==> src/hdl/ljpfe_pkg.sv <==
// ----------------------------------------------------------------------------
// ljpfe_pkg
// Shared types, constants and binary32 arithmetic helpers for the
// Lennard-Jones pair force and energy pipeline.
// ----------------------------------------------------------------------------
package ljpfe_pkg;

   localparam logic [31:0] QNAN_BITS    = 32'h7FC0_0000;
   localparam logic [31:0] MIN_RSQ_BITS = 32'h2B8C_BCCC;  // 1e-12
   localparam logic [31:0] TWO_BITS     = 32'h4000_0000;  // 2.0
   localparam logic [31:0] FOUR_BITS    = 32'h4080_0000;  // 4.0
   localparam logic [31:0] TWENTY4_BITS = 32'h41C0_0000;  // 24.0

   localparam int RECIP_STEPS  = 4;                  // quotient bits per stage
   localparam int RECIP_STAGES = 7;                  // digit stages
   localparam int RECIP_LAT    = RECIP_STAGES + 2;   // unpack + digits + round
   localparam int POLY_STAGES  = 8;

   typedef struct packed {
      logic [31:0] sq;
      logic [31:0] e4;
      logic [31:0] f24;
      logic        near_zero;
      logic        last;
   } side_type;

   typedef struct packed {
      logic [31:0] force_bits;
      logic [31:0] energy_bits;
      logic        last;
   } result_type;

   // Normalize and round to nearest even. The value is
   // man_in / 2^48 * 2^(exp_in - 127); man_in must be nonzero.
   function automatic logic [31:0] fp_round_pack(input logic sign, input int exp_in,
                                                 input logic [49:0] man_in);
      int          e;
      int          msb;
      int          sh;
      int          rs;
      logic [49:0] m;
      logic [23:0] mant;
      logic [24:0] mant_r;
      logic        g;
      logic        st;
      logic        rup;
      logic [7:0]  ef;
      logic [31:0] res;
      e = exp_in;
      m = man_in;
      if (m[49]) begin
         m = {1'b0, m[49:2], m[1] | m[0]};
         e = e + 1;
      end else begin
         msb = 0;
         for (int i = 0; i < 49; i++) begin
            if (m[i]) msb = i;
         end
         sh = 48 - msb;
         if (e - sh < 1) sh = e - 1;
         if (sh > 0) begin
            m = m << sh;
            e = e - sh;
         end
      end
      // subnormal range: shift right, keep sticky
      if (e < 1) begin
         rs = 1 - e;
         if (rs > 49) begin
            m = {49'b0, |m};
         end else begin
            m = (m >> rs) | {49'b0, |(m & ((50'b1 << rs) - 50'b1))};
         end
         e = 1;
      end
      mant   = m[48:25];
      g      = m[24];
      st     = |m[23:0];
      rup    = g & (st | mant[0]);
      mant_r = {1'b0, mant} + {24'b0, rup};
      if (mant_r[24]) begin
         mant = 24'h80_0000;
         e    = e + 1;
      end else begin
         mant = mant_r[23:0];
      end
      if (e >= 255) begin
         res = {sign, 8'hFF, 23'b0};
      end else begin
         ef  = mant[23] ? 8'(e) : 8'd0;
         res = {sign, ef, mant[22:0]};
      end
      return res;
   endfunction

   function automatic logic [31:0] fp_mul(input logic [31:0] a, input logic [31:0] b);
      logic        s;
      logic [7:0]  xa;
      logic [7:0]  xb;
      logic [23:0] ma;
      logic [23:0] mb;
      logic [47:0] p;
      logic        a_nan, b_nan, a_inf, b_inf, a_zero, b_zero;
      logic [31:0] res;
      xa     = a[30:23];
      xb     = b[30:23];
      ma     = {xa != 8'd0, a[22:0]};
      mb     = {xb != 8'd0, b[22:0]};
      a_nan  = (xa == 8'hFF) && (a[22:0] != 23'd0);
      b_nan  = (xb == 8'hFF) && (b[22:0] != 23'd0);
      a_inf  = (xa == 8'hFF) && (a[22:0] == 23'd0);
      b_inf  = (xb == 8'hFF) && (b[22:0] == 23'd0);
      a_zero = (a[30:0] == 31'd0);
      b_zero = (b[30:0] == 31'd0);
      s      = a[31] ^ b[31];
      if (a_nan || b_nan || (a_inf && b_zero) || (a_zero && b_inf)) begin
         res = QNAN_BITS;
      end else if (a_inf || b_inf) begin
         res = {s, 8'hFF, 23'b0};
      end else if (a_zero || b_zero) begin
         res = {s, 31'b0};
      end else begin
         p   = ma * mb;
         res = fp_round_pack(s, int'((xa == 8'd0) ? 8'd1 : xa)
                              + int'((xb == 8'd0) ? 8'd1 : xb) - 125, {2'b0, p});
      end
      return res;
   endfunction

   function automatic logic [31:0] fp_add(input logic [31:0] a_in, input logic [31:0] b_in);
      logic [31:0] a;
      logic [31:0] b;
      logic [7:0]  ea;
      logic [7:0]  eb;
      logic [49:0] ax;
      logic [49:0] bx;
      logic [49:0] sum;
      int          d;
      logic        a_nan, b_nan, a_inf, b_inf;
      logic [31:0] res;
      a_nan = (a_in[30:23] == 8'hFF) && (a_in[22:0] != 23'd0);
      b_nan = (b_in[30:23] == 8'hFF) && (b_in[22:0] != 23'd0);
      a_inf = (a_in[30:0] == 31'h7F80_0000);
      b_inf = (b_in[30:0] == 31'h7F80_0000);
      // larger magnitude goes to a
      if (a_in[30:0] < b_in[30:0]) begin
         a = b_in;
         b = a_in;
      end else begin
         a = a_in;
         b = b_in;
      end
      ea = (a[30:23] == 8'd0) ? 8'd1 : a[30:23];
      eb = (b[30:23] == 8'd0) ? 8'd1 : b[30:23];
      ax = {1'b0, a[30:23] != 8'd0, a[22:0], 25'b0};
      bx = {1'b0, b[30:23] != 8'd0, b[22:0], 25'b0};
      d  = int'(ea) - int'(eb);
      if (d > 49) begin
         bx = {49'b0, |bx};
      end else begin
         bx = (bx >> d) | {49'b0, |(bx & ((50'b1 << d) - 50'b1))};
      end
      sum = (a[31] == b[31]) ? (ax + bx) : (ax - bx);
      if (a_nan || b_nan || (a_inf && b_inf && (a_in[31] != b_in[31]))) begin
         res = QNAN_BITS;
      end else if (a_inf) begin
         res = a_in;
      end else if (b_inf) begin
         res = b_in;
      end else if (sum == 50'd0) begin
         res = {a[31] & b[31], 31'b0};
      end else begin
         res = fp_round_pack(a[31], int'(ea), sum);
      end
      return res;
   endfunction

   function automatic logic [31:0] fp_neg(input logic [31:0] a);
      return {~a[31], a[30:0]};
   endfunction

endpackage

==> src/hdl/ljpfe_outbuf.sv <==
// ----------------------------------------------------------------------------
// ljpfe_outbuf
// Output register with a skid entry; the pipeline runs while the skid
// entry is empty.
// ----------------------------------------------------------------------------
module ljpfe_outbuf
   import ljpfe_pkg::*;
(
   input  logic        clock,
   input  logic        reset,
   input  logic        in_valid,
   input  result_type  in_data,
   output logic        en,
   output logic        rsp_valid,
   input  logic        rsp_stall,
   output result_type  rsp_data
);

   logic       out_v_ff;
   logic       skid_v_ff;
   result_type out_ff;
   result_type skid_ff;
   logic       take;

   assign en   = !skid_v_ff;
   assign take = !out_v_ff || !rsp_stall;

   always_ff @(posedge clock) begin
      if (reset) begin
         out_v_ff  <= 1'b0;
         skid_v_ff <= 1'b0;
      end else if (take) begin
         out_v_ff  <= skid_v_ff || in_valid;
         skid_v_ff <= 1'b0;
      end else if (in_valid && !skid_v_ff) begin
         skid_v_ff <= 1'b1;
      end
   end

   always_ff @(posedge clock) begin
      if (take) begin
         out_ff <= skid_v_ff ? skid_ff : in_data;
      end
      // park the word while the output is held
      if (!take && !skid_v_ff) begin
         skid_ff <= in_data;
      end
   end

   assign rsp_valid = out_v_ff;
   assign rsp_data  = out_ff;

endmodule

==> config.mk <==
export PLATFORM = sky130hd
export DESIGN_NAME = ljpfe_outbuf
export DESIGN_NICKNAME = d
export VERILOG_FILES = /design/src/hdl/ljpfe_pkg.sv /design/src/hdl/ljpfe_outbuf.sv
export SDC_FILE = /design/constraint.sdc
export NUM_CORES = 1
export LEC_CHECK = 0
export BUFFER_PORTS_ARGS = -buffer_cell sky130_fd_sc_hd__buf_4
export CAP_MARGIN = 15
export CORE_MARGIN = 4
export CORE_UTILIZATION = 46
export CTS_BUF_LIST = sky130_fd_sc_hd__clkbuf_8
export DETAILED_ROUTE_END_ITERATION = 10
export PLACE_DENSITY = 0.76
export SETUP_SLACK_MARGIN = 0.2
export SYNTH_ARGS = -nofsm -noshare
export SYNTH_HDL_FRONTEND = slang
export SYNTH_SLANG_ARGS = --single-unit
==> constraint.sdc <==
create_clock -name clock -period 10.5 [get_ports clock]
set_input_delay 2.1 -clock clock [delete_from_list [all_inputs] [get_ports clock]]
set_output_delay 2.1 -clock clock [all_outputs]
set_load 0.02 [all_outputs]
After elaboration in Yosys (flattened, before gate mapping)
Index checks and enable logic that the tools add are counted.
{"block": "word_totals", "reg_bits": 132, "inputBits": 69, "output_inout_bits": 67}
{"block": "op_classes", "n_mux": 1, "reduce_logical": 9}
{"operator": "$mux 65", "n": 1}
{"operator": "$logic_not 1->1", "n": 4}
{"operator": "$logic_and 1x1->1", "n": 2}
{"operator": "$logic_or 1x1->1", "n": 2}
{"operator": "$reduce_or 2->1", "n": 1}

Depth between registers and ports, before layout
{"block": "depth", "depth_word": 4, "ltp_mapped": 5}

Worst setup path after synthesis
OpenSTA, ideal clock, no wires.
{"block": "synth_path", "path_type": "input-to-reg", "startpoint": "input rsp_stall", "endpoint": "register skid_ff[0] (netlist bit), enable pin", "setup_time_ns": 0.488, "arrival_time_ns": 6.484, "required_time_ns": 10.012, "path_slack_ns": 3.528, "stages": 2, "path_buffers": 0, "cell_sequence": "nand2_1 -> nor2_1"}
{"block": "synth_via", "elab_chain_len": 4}
{"element": "from (decl)", "line": "ljpfe_outbuf.sv:15", "text": "input logic rsp_stall,"}
{"element": "$logic_not 1->1", "line": "ljpfe_outbuf.sv:26", "text": "assign take = !out_v_ff || !rsp_stall;"}
{"element": "$logic_or 1x1->1", "line": "ljpfe_outbuf.sv:26"}
{"element": "$logic_not 1->1", "line": "ljpfe_outbuf.sv:45", "text": "if (!take && !skid_v_ff) begin"}
{"element": "$logic_and 1x1->1", "line": "ljpfe_outbuf.sv:45"}
{"element": "to (signal assigned)", "line": "ljpfe_outbuf.sv:46", "text": "skid_ff <= in_data;"}
{"element": "to (decl)", "line": "ljpfe_outbuf.sv:22", "text": "result_type skid_ff;"}
No other way between the ends.
A chain may end at the register's enable or synchronous reset.

Worst setup path after layout
{"block": "layout_path", "startpoint": "input rsp_stall", "endpoint": "register skid_ff[0] (netlist bit), enable pin"}
{"block": "layout_via", "elab_chain_len": 4}
{"element": "$logic_not 1->1", "line": "ljpfe_outbuf.sv:26"}
{"element": "$logic_or 1x1->1", "line": "ljpfe_outbuf.sv:26"}
{"element": "via take", "line": "ljpfe_outbuf.sv:23", "text": "logic take;"}
{"element": "$logic_not 1->1", "line": "ljpfe_outbuf.sv:45"}
{"element": "$logic_and 1x1->1", "line": "ljpfe_outbuf.sv:45"}
The timed path passes the listed nets, and every way through them passes these cells.

==> metrics.cfg <==
[setup_path]
path_cells=buf_4, nand2_4, nor2_4, buf_4
critical-path-top-delay-family=simple AND/OR/NAND/NOR gates
critical_path_class=in -> reg
required_ns=10.55
end_kind=flop
worstPathMaxFanout=68
crit_arrival_ns=4.17
start_kind=input port
crit_path_frequent_cell=buf_4
critical_path.slowest_cell=nor2_4
cp_num_buf_inv=2
crit_path_max_incr_delay_ns=0.94

[final_layout]
postLayoutCoreUtil=0.628
finalNetCount=428
fill_cells=742
insertedDiodeCount=0
regArea_mm2=0.00395
drive_gt1_frac=0.629
area_delta_synth_final_pct=33.6
multi_input_area_um2=832

[clock_network]
cts_resized=0
clk_path_buf_depth=2
h-tree-depth=4
clock_latency_ns=0.40
cts_buffers=17
cts_root_buffer=clkbuf_8
cts_tree=yes
cts_sinks=132
cts_hold_buf=0
clk_pin_slew_worst_paths_ns=0.07
cts_setup_buffers=0

[die]
placementRows=37
core_mm2=0.0103
die_area_mm2=0.0122
die_w_um=110
initial_utilization=0.470
io-pin-count=136
die_y_um=110

[synthesis]
synth-seq-cells=132
synth_area_mm2=0.00483
synth_warnings=0
yosysUniqueCellTypes=11
ys_seq_area_frac=0.817
syn_area_per_cell_um2=22.9
syn-num-nets=280
synth_cells=211

[place]
gp_congestion=0.788
pre_cts_ws_ns=5.89
port_buffers=135
dp.final_hpwl_um=5320

[route]
via_count=2453
routed_via_density=4.83
ant_nets=0
drt_pass1_iterations=4
avgRoutedWirePerCell_um=16.3
drt_iter0_drc=117
drt_wl_total_um=8300
drc_errors=0

[hold_path]
hold_path_class=reg -> reg

[timing]
fmax_mhz=243
fin_worst_skew_ns=0.00773
fin_crit_ns=4.12
final.setup.worst_slack_ns=6.38
hold_ws_ns=0.546
worst_pin_slew_ns=0.984
rsz0062_at_grt=no
setup_tns_ns=0
setup_viol_count_final=0
slew_viol_final=0
hold_viol_final=0
slew_headroom=0.344
finalCritPeriodShare=0.392

[power]
p_leak_uw=0.00250
max-vdd-ir-drop_mv=0.0863
power_uw=1230
powerDensity_mw_per_mm2=190

[run]
maxCapViolCount=0

[global_route]
grt_pass1_vias=2559
track_usage=0.139
grt_max_degree=69
grt_pass1_wl_um=13400
antenna_found_initial=0
grt-ovfl-total=0

[outcome]
outcome=finished, final reports clean

[metrics by stage]
stage / instances / cell area, um^2
finish: 508 / 6450
CTS: 508 / 6450
global route: 508 / 6450
floorplan: 211 / 4830
detailed placement: 476 / 5980
global placement: 476 / 5980
[final timing paths]
| check | start | endpoint | slack [ns] | cells after the start |
|---|---|---|---|---|
| min reg2reg | skid_ff[45] | rsp_data[45] | 0.55 | 1 |
| max reg2reg | rsp_valid | skid_ff[0] | 7.78 | 3 |
| min | skid_ff[45] | rsp_data[45] | 0.55 | 1 |
| max | rsp_stall | skid_ff[0] | 6.38 | 4 |
[state kept, by name, indices dropped and copies added (netlist names)]
signal,cells
skid_ff,65
rsp_valid,1
skid_v_ff,1
rsp_data,65
[layout make-up]
type	count	area share
timing repair buffer	137	0.159
clock buffer	17	0.0363
sequential	132	0.612
multi-input combinational	70	0.129
tap	136	0.0264
inverter	1	0.000582
clock inverter	15	0.0366
[Yosys cell counts]
library cell,n,share of area
nor2_1,2,0.0016
edfxtp_1,130,0.81
a21oi_1,1,0.0010
buf_2,4,0.0041
nand2_1,1,0.00078
buf_6,4,0.0093
nor3_1,1,0.0010
dfxtp_1,2,0.0083
inv_1,1,0.00078
mux2_2,48,0.11
mux2_4,17,0.053
[cell usage in the layout, fill, tap and decap left out]
cell type	instances
mux2_4	17
mux2_2	48
dfxtp_1	1
dfxtp_4	1
clkbuf_8	17
nor2_1	1
buf_4	137
inv_6	2
edfxtp_1	130
clkinv_1	1
nand2_4	1
clkinv_2	2
nor2_4	1
clkinv_4	2
bufinv_16	6
inv_1	3
nor3_1	1
a21oi_1	1
[report_power, final]
| part | internal [uW] | leakage, uW | total (uW) | switching, uW |
|---|---|---|---|---|
| combinational | 55.2 | 0.000964 | 111 | 56.0 |
| sequential | 613 | 0.00129 | 622 | 8.29 |
| clock | 306 | 0.000244 | 496 | 190 |
[cells by family after synthesis]
logic type,share of synthesized area
compound gates,0.00104
buf+inv,0.0142
flops,0.817
mux,0.165
simple gates,0.00337
[worst reg2reg max path: cells and delay by family (launching register included)]
| family | cells | cell delay, ns |
|---|---|---|
| buffers and inverters | 1 | 0.53 |
| AND/OR/NAND/NOR | 2 | 1.46 |
| flip-flops | 1 | 0.37 |
[routing by layer]
| metal | share of wire | vias up | routed length (um) | global-route usage |
|---|---|---|---|---|
| li1 | - | 1139 | - | - |
| met3 | 0.076 | 8 | 632 | 0.0668 |
| met5 | 0 | - | 0 | 0 |
| met1 | 0.42 | 1214 | 3500 | 0.176 |
| met4 | 0.012 | 0 | 99 | 0.0402 |
| met2 | 0.49 | 92 | 4070 | 0.214 |
No activity file was read; power rests on OpenSTA's default activity.
