[config.mk]
export PLATFORM = sky130hd
export DESIGN_NAME = ljpfe_recip
export DESIGN_NICKNAME = d
export VERILOG_FILES = /design/src/hdl/ljpfe_pkg.sv /design/src/hdl/ljpfe_recip.sv
export SDC_FILE = /design/constraint.sdc
export NUM_CORES = 2
export LEC_CHECK = 0
export BUFFER_PORTS_ARGS = -buffer_cell sky130_fd_sc_hd__buf_2
export CORE_AREA = 2 2 440 442
export DETAILED_ROUTE_END_ITERATION = 8
export DIE_AREA = 0 0 442 444
export PLACE_DENSITY = 0.52
export SLEW_MARGIN = 20
export SYNTH_ARGS = -nofsm -noshare
export SYNTH_HDL_FRONTEND = slang
export SYNTH_SLANG_ARGS = --single-unit
[constraint.sdc]
create_clock -name clock -period 36.6 [get_ports clock]
set_clock_uncertainty 0.2 [all_clocks]
set_input_delay 1.83 -clock clock [delete_from_list [all_inputs] [get_ports clock]]
set_output_delay 1.83 -clock clock [all_outputs]
set_load 0.1 [all_outputs]
[src/hdl/ljpfe_pkg.sv]
// ----------------------------------------------------------------------------
// ljpfe_pkg
// Shared types, constants and binary32 arithmetic helpers for the
// Lennard-Jones pair force and energy pipeline.
// ----------------------------------------------------------------------------
package ljpfe_pkg;

   localparam logic [31:0] QNAN_BITS    = 32'h7FC0_0000;
   localparam logic [31:0] MIN_RSQ_BITS = 32'h2B8C_BCCC;  // 1e-12
   localparam logic [31:0] TWO_BITS     = 32'h4000_0000;  // 2.0
   localparam logic [31:0] FOUR_BITS    = 32'h4080_0000;  // 4.0
   localparam logic [31:0] TWENTY4_BITS = 32'h41C0_0000;  // 24.0

   localparam int RECIP_STEPS  = 4;                  // quotient bits per stage
   localparam int RECIP_STAGES = 7;                  // digit stages
   localparam int RECIP_LAT    = RECIP_STAGES + 2;   // unpack + digits + round
   localparam int POLY_STAGES  = 8;

   typedef struct packed {
      logic [31:0] sq;
      logic [31:0] e4;
      logic [31:0] f24;
      logic        near_zero;
      logic        last;
   } side_type;

   typedef struct packed {
      logic [31:0] force_bits;
      logic [31:0] energy_bits;
      logic        last;
   } result_type;

   // Normalize and round to nearest even. The value is
   // man_in / 2^48 * 2^(exp_in - 127); man_in must be nonzero.
   function automatic logic [31:0] fp_round_pack(input logic sign, input int exp_in,
                                                 input logic [49:0] man_in);
      int          e;
      int          msb;
      int          sh;
      int          rs;
      logic [49:0] m;
      logic [23:0] mant;
      logic [24:0] mant_r;
      logic        g;
      logic        st;
      logic        rup;
      logic [7:0]  ef;
      logic [31:0] res;
      e = exp_in;
      m = man_in;
      if (m[49]) begin
         m = {1'b0, m[49:2], m[1] | m[0]};
         e = e + 1;
      end else begin
         msb = 0;
         for (int i = 0; i < 49; i++) begin
            if (m[i]) msb = i;
         end
         sh = 48 - msb;
         if (e - sh < 1) sh = e - 1;
         if (sh > 0) begin
            m = m << sh;
            e = e - sh;
         end
      end
      // subnormal range: shift right, keep sticky
      if (e < 1) begin
         rs = 1 - e;
         if (rs > 49) begin
            m = {49'b0, |m};
         end else begin
            m = (m >> rs) | {49'b0, |(m & ((50'b1 << rs) - 50'b1))};
         end
         e = 1;
      end
      mant   = m[48:25];
      g      = m[24];
      st     = |m[23:0];
      rup    = g & (st | mant[0]);
      mant_r = {1'b0, mant} + {24'b0, rup};
      if (mant_r[24]) begin
         mant = 24'h80_0000;
         e    = e + 1;
      end else begin
         mant = mant_r[23:0];
      end
      if (e >= 255) begin
         res = {sign, 8'hFF, 23'b0};
      end else begin
         ef  = mant[23] ? 8'(e) : 8'd0;
         res = {sign, ef, mant[22:0]};
      end
      return res;
   endfunction

   function automatic logic [31:0] fp_mul(input logic [31:0] a, input logic [31:0] b);
      logic        s;
      logic [7:0]  xa;
      logic [7:0]  xb;
      logic [23:0] ma;
      logic [23:0] mb;
      logic [47:0] p;
      logic        a_nan, b_nan, a_inf, b_inf, a_zero, b_zero;
      logic [31:0] res;
      xa     = a[30:23];
      xb     = b[30:23];
      ma     = {xa != 8'd0, a[22:0]};
      mb     = {xb != 8'd0, b[22:0]};
      a_nan  = (xa == 8'hFF) && (a[22:0] != 23'd0);
      b_nan  = (xb == 8'hFF) && (b[22:0] != 23'd0);
      a_inf  = (xa == 8'hFF) && (a[22:0] == 23'd0);
      b_inf  = (xb == 8'hFF) && (b[22:0] == 23'd0);
      a_zero = (a[30:0] == 31'd0);
      b_zero = (b[30:0] == 31'd0);
      s      = a[31] ^ b[31];
      if (a_nan || b_nan || (a_inf && b_zero) || (a_zero && b_inf)) begin
         res = QNAN_BITS;
      end else if (a_inf || b_inf) begin
         res = {s, 8'hFF, 23'b0};
      end else if (a_zero || b_zero) begin
         res = {s, 31'b0};
      end else begin
         p   = ma * mb;
         res = fp_round_pack(s, int'((xa == 8'd0) ? 8'd1 : xa)
                              + int'((xb == 8'd0) ? 8'd1 : xb) - 125, {2'b0, p});
      end
      return res;
   endfunction

   function automatic logic [31:0] fp_add(input logic [31:0] a_in, input logic [31:0] b_in);
      logic [31:0] a;
      logic [31:0] b;
      logic [7:0]  ea;
      logic [7:0]  eb;
      logic [49:0] ax;
      logic [49:0] bx;
      logic [49:0] sum;
      int          d;
      logic        a_nan, b_nan, a_inf, b_inf;
      logic [31:0] res;
      a_nan = (a_in[30:23] == 8'hFF) && (a_in[22:0] != 23'd0);
      b_nan = (b_in[30:23] == 8'hFF) && (b_in[22:0] != 23'd0);
      a_inf = (a_in[30:0] == 31'h7F80_0000);
      b_inf = (b_in[30:0] == 31'h7F80_0000);
      // larger magnitude goes to a
      if (a_in[30:0] < b_in[30:0]) begin
         a = b_in;
         b = a_in;
      end else begin
         a = a_in;
         b = b_in;
      end
      ea = (a[30:23] == 8'd0) ? 8'd1 : a[30:23];
      eb = (b[30:23] == 8'd0) ? 8'd1 : b[30:23];
      ax = {1'b0, a[30:23] != 8'd0, a[22:0], 25'b0};
      bx = {1'b0, b[30:23] != 8'd0, b[22:0], 25'b0};
      d  = int'(ea) - int'(eb);
      if (d > 49) begin
         bx = {49'b0, |bx};
      end else begin
         bx = (bx >> d) | {49'b0, |(bx & ((50'b1 << d) - 50'b1))};
      end
      sum = (a[31] == b[31]) ? (ax + bx) : (ax - bx);
      if (a_nan || b_nan || (a_inf && b_inf && (a_in[31] != b_in[31]))) begin
         res = QNAN_BITS;
      end else if (a_inf) begin
         res = a_in;
      end else if (b_inf) begin
         res = b_in;
      end else if (sum == 50'd0) begin
         res = {a[31] & b[31], 31'b0};
      end else begin
         res = fp_round_pack(a[31], int'(ea), sum);
      end
      return res;
   endfunction

   function automatic logic [31:0] fp_neg(input logic [31:0] a);
      return {~a[31], a[30:0]};
   endfunction

endpackage

[src/hdl/ljpfe_recip.sv]
// ----------------------------------------------------------------------------
// ljpfe_recip
// Pipelined binary32 reciprocal 1/r^2: restoring digit recurrence, a few
// quotient bits per stage, then one rounding stage.
// ----------------------------------------------------------------------------
module ljpfe_recip
   import ljpfe_pkg::*;
(
   input  logic        clock,
   input  logic        reset,
   input  logic        en,
   input  logic        in_valid,
   input  logic [31:0] rsq_bits,
   output logic        out_valid,
   output logic [31:0] inv_bits
);

   typedef struct packed {
      logic        is_nan;
      logic        is_inf;
      logic        sign;
      logic [7:0]  er;
      logic [23:0] mr;
      logic [24:0] rem;
      logic [27:0] quo;
   } digit_type;

   digit_type   dig_ff [RECIP_STAGES+1];
   digit_type   dig_in [RECIP_STAGES+1];
   logic        dv_ff  [RECIP_STAGES+1];
   logic        inv_v_ff;
   logic [31:0] inv_ff;

   always_comb begin
      dig_in[0].is_nan = (rsq_bits[30:23] == 8'hFF) && (rsq_bits[22:0] != 23'd0);
      dig_in[0].is_inf = (rsq_bits[30:0] == 31'h7F80_0000);
      dig_in[0].sign   = rsq_bits[31];
      dig_in[0].er     = (rsq_bits[30:23] == 8'd0) ? 8'd1 : rsq_bits[30:23];
      dig_in[0].mr     = {rsq_bits[30:23] != 8'd0, rsq_bits[22:0]};
      dig_in[0].rem    = 25'h80_0000;
      dig_in[0].quo    = '0;
      for (int k = 1; k <= RECIP_STAGES; k++) begin
         dig_in[k] = dig_ff[k-1];
         for (int j = 0; j < RECIP_STEPS; j++) begin
            if (dig_in[k].rem >= {1'b0, dig_in[k].mr}) begin
               dig_in[k].rem = dig_in[k].rem - {1'b0, dig_in[k].mr};
               dig_in[k].quo = {dig_in[k].quo[26:0], 1'b1};
            end else begin
               dig_in[k].quo = {dig_in[k].quo[26:0], 1'b0};
            end
            dig_in[k].rem = {dig_in[k].rem[23:0], 1'b0};
         end
      end
   end

   always_ff @(posedge clock) begin
      if (reset) begin
         for (int k = 0; k <= RECIP_STAGES; k++) dv_ff[k] <= 1'b0;
         inv_v_ff <= 1'b0;
      end else if (en) begin
         dv_ff[0] <= in_valid;
         for (int k = 1; k <= RECIP_STAGES; k++) dv_ff[k] <= dv_ff[k-1];
         inv_v_ff <= dv_ff[RECIP_STAGES];
      end
   end

   always_ff @(posedge clock) begin
      if (en) begin
         for (int k = 0; k <= RECIP_STAGES; k++) dig_ff[k] <= dig_in[k];
         if (dig_ff[RECIP_STAGES].is_nan) begin
            inv_ff <= QNAN_BITS;
         end else if (dig_ff[RECIP_STAGES].is_inf) begin
            inv_ff <= {dig_ff[RECIP_STAGES].sign, 31'b0};
         end else begin
            inv_ff <= fp_round_pack(dig_ff[RECIP_STAGES].sign,
                                    253 - int'(dig_ff[RECIP_STAGES].er),
                                    {dig_ff[RECIP_STAGES].quo, 21'b0,
                                     dig_ff[RECIP_STAGES].rem != 25'd0});
         end
      end
   end

   assign out_valid = inv_v_ff;
   assign inv_bits  = inv_ff;

endmodule

# Yosys cells after proc, flatten, opt, wreduce, memory -nomap -nowiden
# Memory sizes are Yosys's and may differ from the RTL's. A register that Yosys moved wholly into a read port is not among the register bits.
# Cells that the tools add are included.
# word_totals
regBits	32
ramBits	704
inputBits	36
output_inout_bits	33
elab_cells	238
mem_count	2
# op_classes
n_addsub	38
magnitude_cmp	33
n_eq_ne	2
shifts	3
n_mux	137
bitwise_logic	12
n_reduce_logical	9
# mem_list
memory	words	word_bits	rd	rd_clocked_by_memory_dff	wr	line_no	text
dig_ff	8	87	8	0	8	ljpfe_recip.sv:28	digit_type dig_ff [RECIP_STAGES+1];
dv_ff	8	1	8	1	8	ljpfe_recip.sv:30	logic dv_ff [RECIP_STAGES+1];
# ops
op	n
32-bit two-way mux	48
24-bit two-way mux	32
25-bit by 24-bit >= comparator with 1-bit output	28
24-bit subtractor	28
50-bit two-way mux	5
49-bit two-way mux	5
50-bit OR reduction	2
32-bit by 2-bit less-than comparator with 1-bit output (second input constant)	2
9-bit by 32-bit subtractor with 32-bit output	2
31-bit two-way mux	2
50-bit bitwise AND	1
1-bit by 32-bit left shift with 50-bit output (first input constant)	1
50-bit by 32-bit left shift with 50-bit output	1
50-bit by 32-bit >> shifter with 49-bit output	1
50-bit by 1-bit subtractor with 50-bit output (second input constant)	1
49-bit by 1-bit OR with 49-bit output	1
1-bit two-way mux	42
32-bit by 2-bit adder with 32-bit output (second input constant)	1
32-bit by 9-bit >= comparator with 1-bit output (second input constant)	1
32-bit by 1-bit > comparator with 1-bit output (second input constant)	1
32-bit by 7-bit > comparator with 1-bit output (second input constant)	1
2-bit by 32-bit subtractor with 32-bit output (first input constant)	1
7-bit by 32-bit subtractor with 32-bit output (first input constant)	1
31-bit == test (second input constant)	1
16 further kinds	25

# Logic depth before layout (Yosys ltp)
# An unclocked memory read counts as a cell.
# logic_depth
word_depth	68
ltp_mapped	108
ltp_nobuf	103

# Worst setup path after synthesis
# No wires, ideal clock.
# synth_path
kind	reg-to-reg
from	memory dig_ff[0][140] (netlist bit)
to	memory dig_ff[0][208] (netlist bit), data pin
setup_ps	260
arrival_time_ps	18766
required_ps	36140
slack_ps	17374
stages_incl_launch_ff	107
path_buffers	8
synth_period_minus_slack_ps	19226
cell_sequence	edfxtp_1 > inv_1 > ha_1 > nor2b_1 > o21ai_0 > a21boi_0 > o21ai_0 > a21boi_0 > o21ai_0 > a21boi_0 > o21ai_0 > a21boi_0 > o21ai_0 > a21boi_0 > o21ai_0 > a21boi_0 > o21ai_0 > a21boi_0 > [... 71 more ...] > a21boi_0 > o21ai_0 > a21boi_0 > o21ai_0 > a21boi_0 > o21ai_0 > a21boi_0 > o21ai_0 > a21boi_0 > o21ai_0 > a21boi_0 > o21a_1 > o21ai_0 > nand2_1 > a21o_1 > clkbuf_1 > buf_1 > mux2_2
# synth_rtl
item	line_no
start: declaration	ljpfe_recip.sv:28

==> results.toml <==
[status]
status = "complete, no violations"

[logic_synthesis]
syn_inst = 8177
synth-compound-area-share = 0.236
synth_top_family_by_area = "compound AO/OA/AOI/OAI gates"
synth_async_sr_flop_share = 0
synth_simple_gate_area_frac = 0.198
synth_xor_area_frac = 0.0439
synth-edff-count = 576
yosys_warnings = 0
mappedNetlistArea_sq_um = 66600
avgSynthCellArea_sq_um = 8.15
yosys_register_bits = 577
yosysSeqAreaShare = 0.260
synth_fa_ha_area_frac = 0.127
synthFlopType = "edfxtp_1"
synthMuxAreaShare = 0.0789
synth_cell_types = 131

[routing]
dr_total_vias = 62700
wirelength_um = 242000
antenna_left = 0
drtIter0Drc = 5107
drt_pass1_iterations = 8
vias_per_cell = 5.84
wire_per_inst_um = 22.5
drt_drc_violations_left = 0

[setup_path]
critPathMaxFanout = 30
rr_endpoint = "dig_ff[1][117]$_DFFE_PP_"
endpoint_kind = "flop"
cp_slowest_stage_delay_ns = 0.85
cp.required_ns = 36.86
reg2reg_slack_ns = 12.20
path_common_cell = "o21ai_0"
criticalPathCategory = "reg -> reg"
timing.rr.start = "dig_ff[1][53]$_DFFE_PP_"
start_kind = "flop"
cp.arrival_ns = 24.66
rr_worst_depth = 100
cpMaxStageDelayCell = "clkinv_1"

[floorplan]
core_sq_um = 192000
dieWidth_um = 442
start_util = 0.348
rows = 161
die_height_um = 444
io_pins = 69
dieArea_sq_um = 196000

[cts]
numCtsBuffers = 74
clockBufferDepth = 3
root_buffer = "clkbuf_16"
cts_resized = 0
ctsHoldBuffers = 0
post-cts-setup-buffers = 0
insertion_delay_ns = 0.73
path_clk_slew_ns = 0.07
cts-htree-levels = 3
cts_sinks = 577
cts_tree = "done"

[timing]
max_freq_mhz = 41.0
finalSetupTns_ns = 0
final_max_slew_viol_count = 0
max_slew_margin = 0.225
final-setup-viol-count = 0
fin_crit_ns = 24.40
hold_viol = 0
finalCritPeriodShare = 0.667
rsz0062_at_grt = "false"
worst_slew_pin_slew_ns = 1.15

[cells_and_area]
area_growth_pct = 8.85
nets = 8845
drive_gt1_frac = 0.103

[min_path]
hold_path.class = "reg -> reg"
worstHoldEndpoint = "dig_ff[1][257]$_DFFE_PP_"
worstHoldStart = "dig_ff[1][170]$_DFFE_PP_"
min_delay_path_depth = 0

[global_route]
antenna_found_initial = 3
grt_pass1_vias = 60300
grt_pass1_wl_um = 368000
grt_usage = 0.238
grt_start_max_net_pins = 164
overflow = 0

[place]
dp_hpwl_um = 190000
place.gp.congestion = 0.972
port_buffers = 68

[flow_run]
drv_cap = 0
-- cells in the final DEF, fill, tap and decap left out, drive strengths merged, types with 60 or more instances in the layout --
master and count:
a211oi 79, a21boi 259, a21o 113, a21oi 511, a31oi 82, and3 60, buf 199, clkbuf 85
edfxtp 576, ha 662, inv 647, mux2 375, mux2i 96, nand2 649, nand2b 107, nand3 237
nand4 188, nor2 910, nor2b 83, nor3 254, nor4 86, o21a 138, o21ai 621, o31ai 108
xnor2 244, xor2 90
-- worst max-delay path by stage --
stage                                    end  slack (ns)  depth (start not counted)                     start
finish              dig_ff[1][117]$_DFFE_PP_       12.20                        100   dig_ff[1][53]$_DFFE_PP_
global route        dig_ff[1][126]$_DFFE_PP_        8.53                        100   dig_ff[1][53]$_DFFE_PP_
CTS                 dig_ff[1][135]$_DFFE_PP_       12.41                        100   dig_ff[1][53]$_DFFE_PP_
detailed placement  dig_ff[1][121]$_DFFE_PP_       12.64                        100   dig_ff[1][53]$_DFFE_PP_
global placement    dig_ff[1][121]$_DFFE_PP_       12.50                        100   dig_ff[1][53]$_DFFE_PP_
floorplan           dig_ff[0][208]$_DFFE_PP_       17.37                        106  dig_ff[0][140]$_DFFE_PP_
-- metal layers --
layer | wire [um] | vias to the layer above | track usage
met5 | 13 | - | 0
met4 | 8860 | 2 | 0.0891
met3 | 12700 | 417 | 0.0282
met2 | 111000 | 1901 | 0.396
met1 | 109000 | 30100 | 0.315
li1 | - | 30300 | -
-- metrics by stage --
| step | util | worst slack (ns) | cells | hold slack (ns) | area [sq um] |
|---|---|---|---|---|---|
| 3_3_place_gp | 0.365 | 12.50 | 10600 | 0.200 | 70000 |
| 3_5_place_dp | 0.365 | 12.64 | 10600 | 0.205 | 70000 |
| 6_report | 0.379 | 12.20 | 10700 | 0.213 | 72500 |
| 4_1_cts | 0.379 | 12.41 | 10700 | 0.213 | 72500 |
| 2_1_floorplan | - | 17.37 | 8179 | 0.200 | 66600 |
| 5_1_grt | 0.379 | 8.53 | 10700 | 0.218 | 72500 |
-- cell usage after synthesis, types with 44 or more instances --
master | instances | share of area
o211ai_1 | 54 | 0.0061
nand4_1 | 186 | 0.017
o22ai_1 | 45 | 0.0042
nand3_1 | 236 | 0.018
ha_1 | 662 | 0.12
nor4_1 | 80 | 0.0075
nor2b_1 | 83 | 0.0078
xnor2_1 | 244 | 0.032
a21o_1 | 113 | 0.013
mux2_2 | 374 | 0.063
or3_1 | 44 | 0.0041
a21oi_1 | 507 | 0.038
and3_1 | 60 | 0.0056
xor2_1 | 90 | 0.012
o21a_1 | 138 | 0.016
nor3_1 | 240 | 0.018
mux2i_1 | 95 | 0.014
nand2_1 | 648 | 0.037
nand2b_1 | 107 | 0.010
edfxtp_1 | 576 | 0.26
clkbuf_1 | 236 | 0.013
a21boi_0 | 256 | 0.029
a31oi_1 | 77 | 0.0072
and2_1 | 45 | 0.0042
nor2_1 | 908 | 0.051
a211oi_1 | 72 | 0.0081
o31ai_1 | 103 | 0.012
inv_1 | 640 | 0.036
o21ai_0 | 603 | 0.045
-- kinds of logic after synthesis --
kind of cell	Yosys count
DFF	577
muxes	474
xor gates and xnor gates	334
AOI/OAI and AO/OA	2389
other	1
buffers and inverters	960
adders and majority gates	672
and+or+nand+nor	2770
-- worst max-delay path, delay by kind of cell (launching register included) --
kind,cells,cell delay [ns]
AO/OA/AOI/OAI,83,16.82
buffers and inverters,6,2.79
AND/OR/NAND/NOR,6,2.27
adder cells (fa/ha/maj),4,1.24
flip-flops,1,0.44
multiplexers,1,0.31
-- state kept, by name (all words and copies together) (netlist names) --
name / flops
out_valid: 1
dig_ff: 536
inv_bits: 32
dv_ff: 8
-- area by class of cell --
class	instances	area [sq um]
fill	19700	119000
multi-input combinational	6642	45700
sequential	577	17300
tap	2526	3160
inverter	646	2420
clock buffer	85	1930
timing repair buffer	199	1350
clock inverter	51	611
antenna	2	5.00
Power is left out: the tool's default activity adds up to more than one toggle a clock period on the data nets, which glitch-free logic cannot reach.
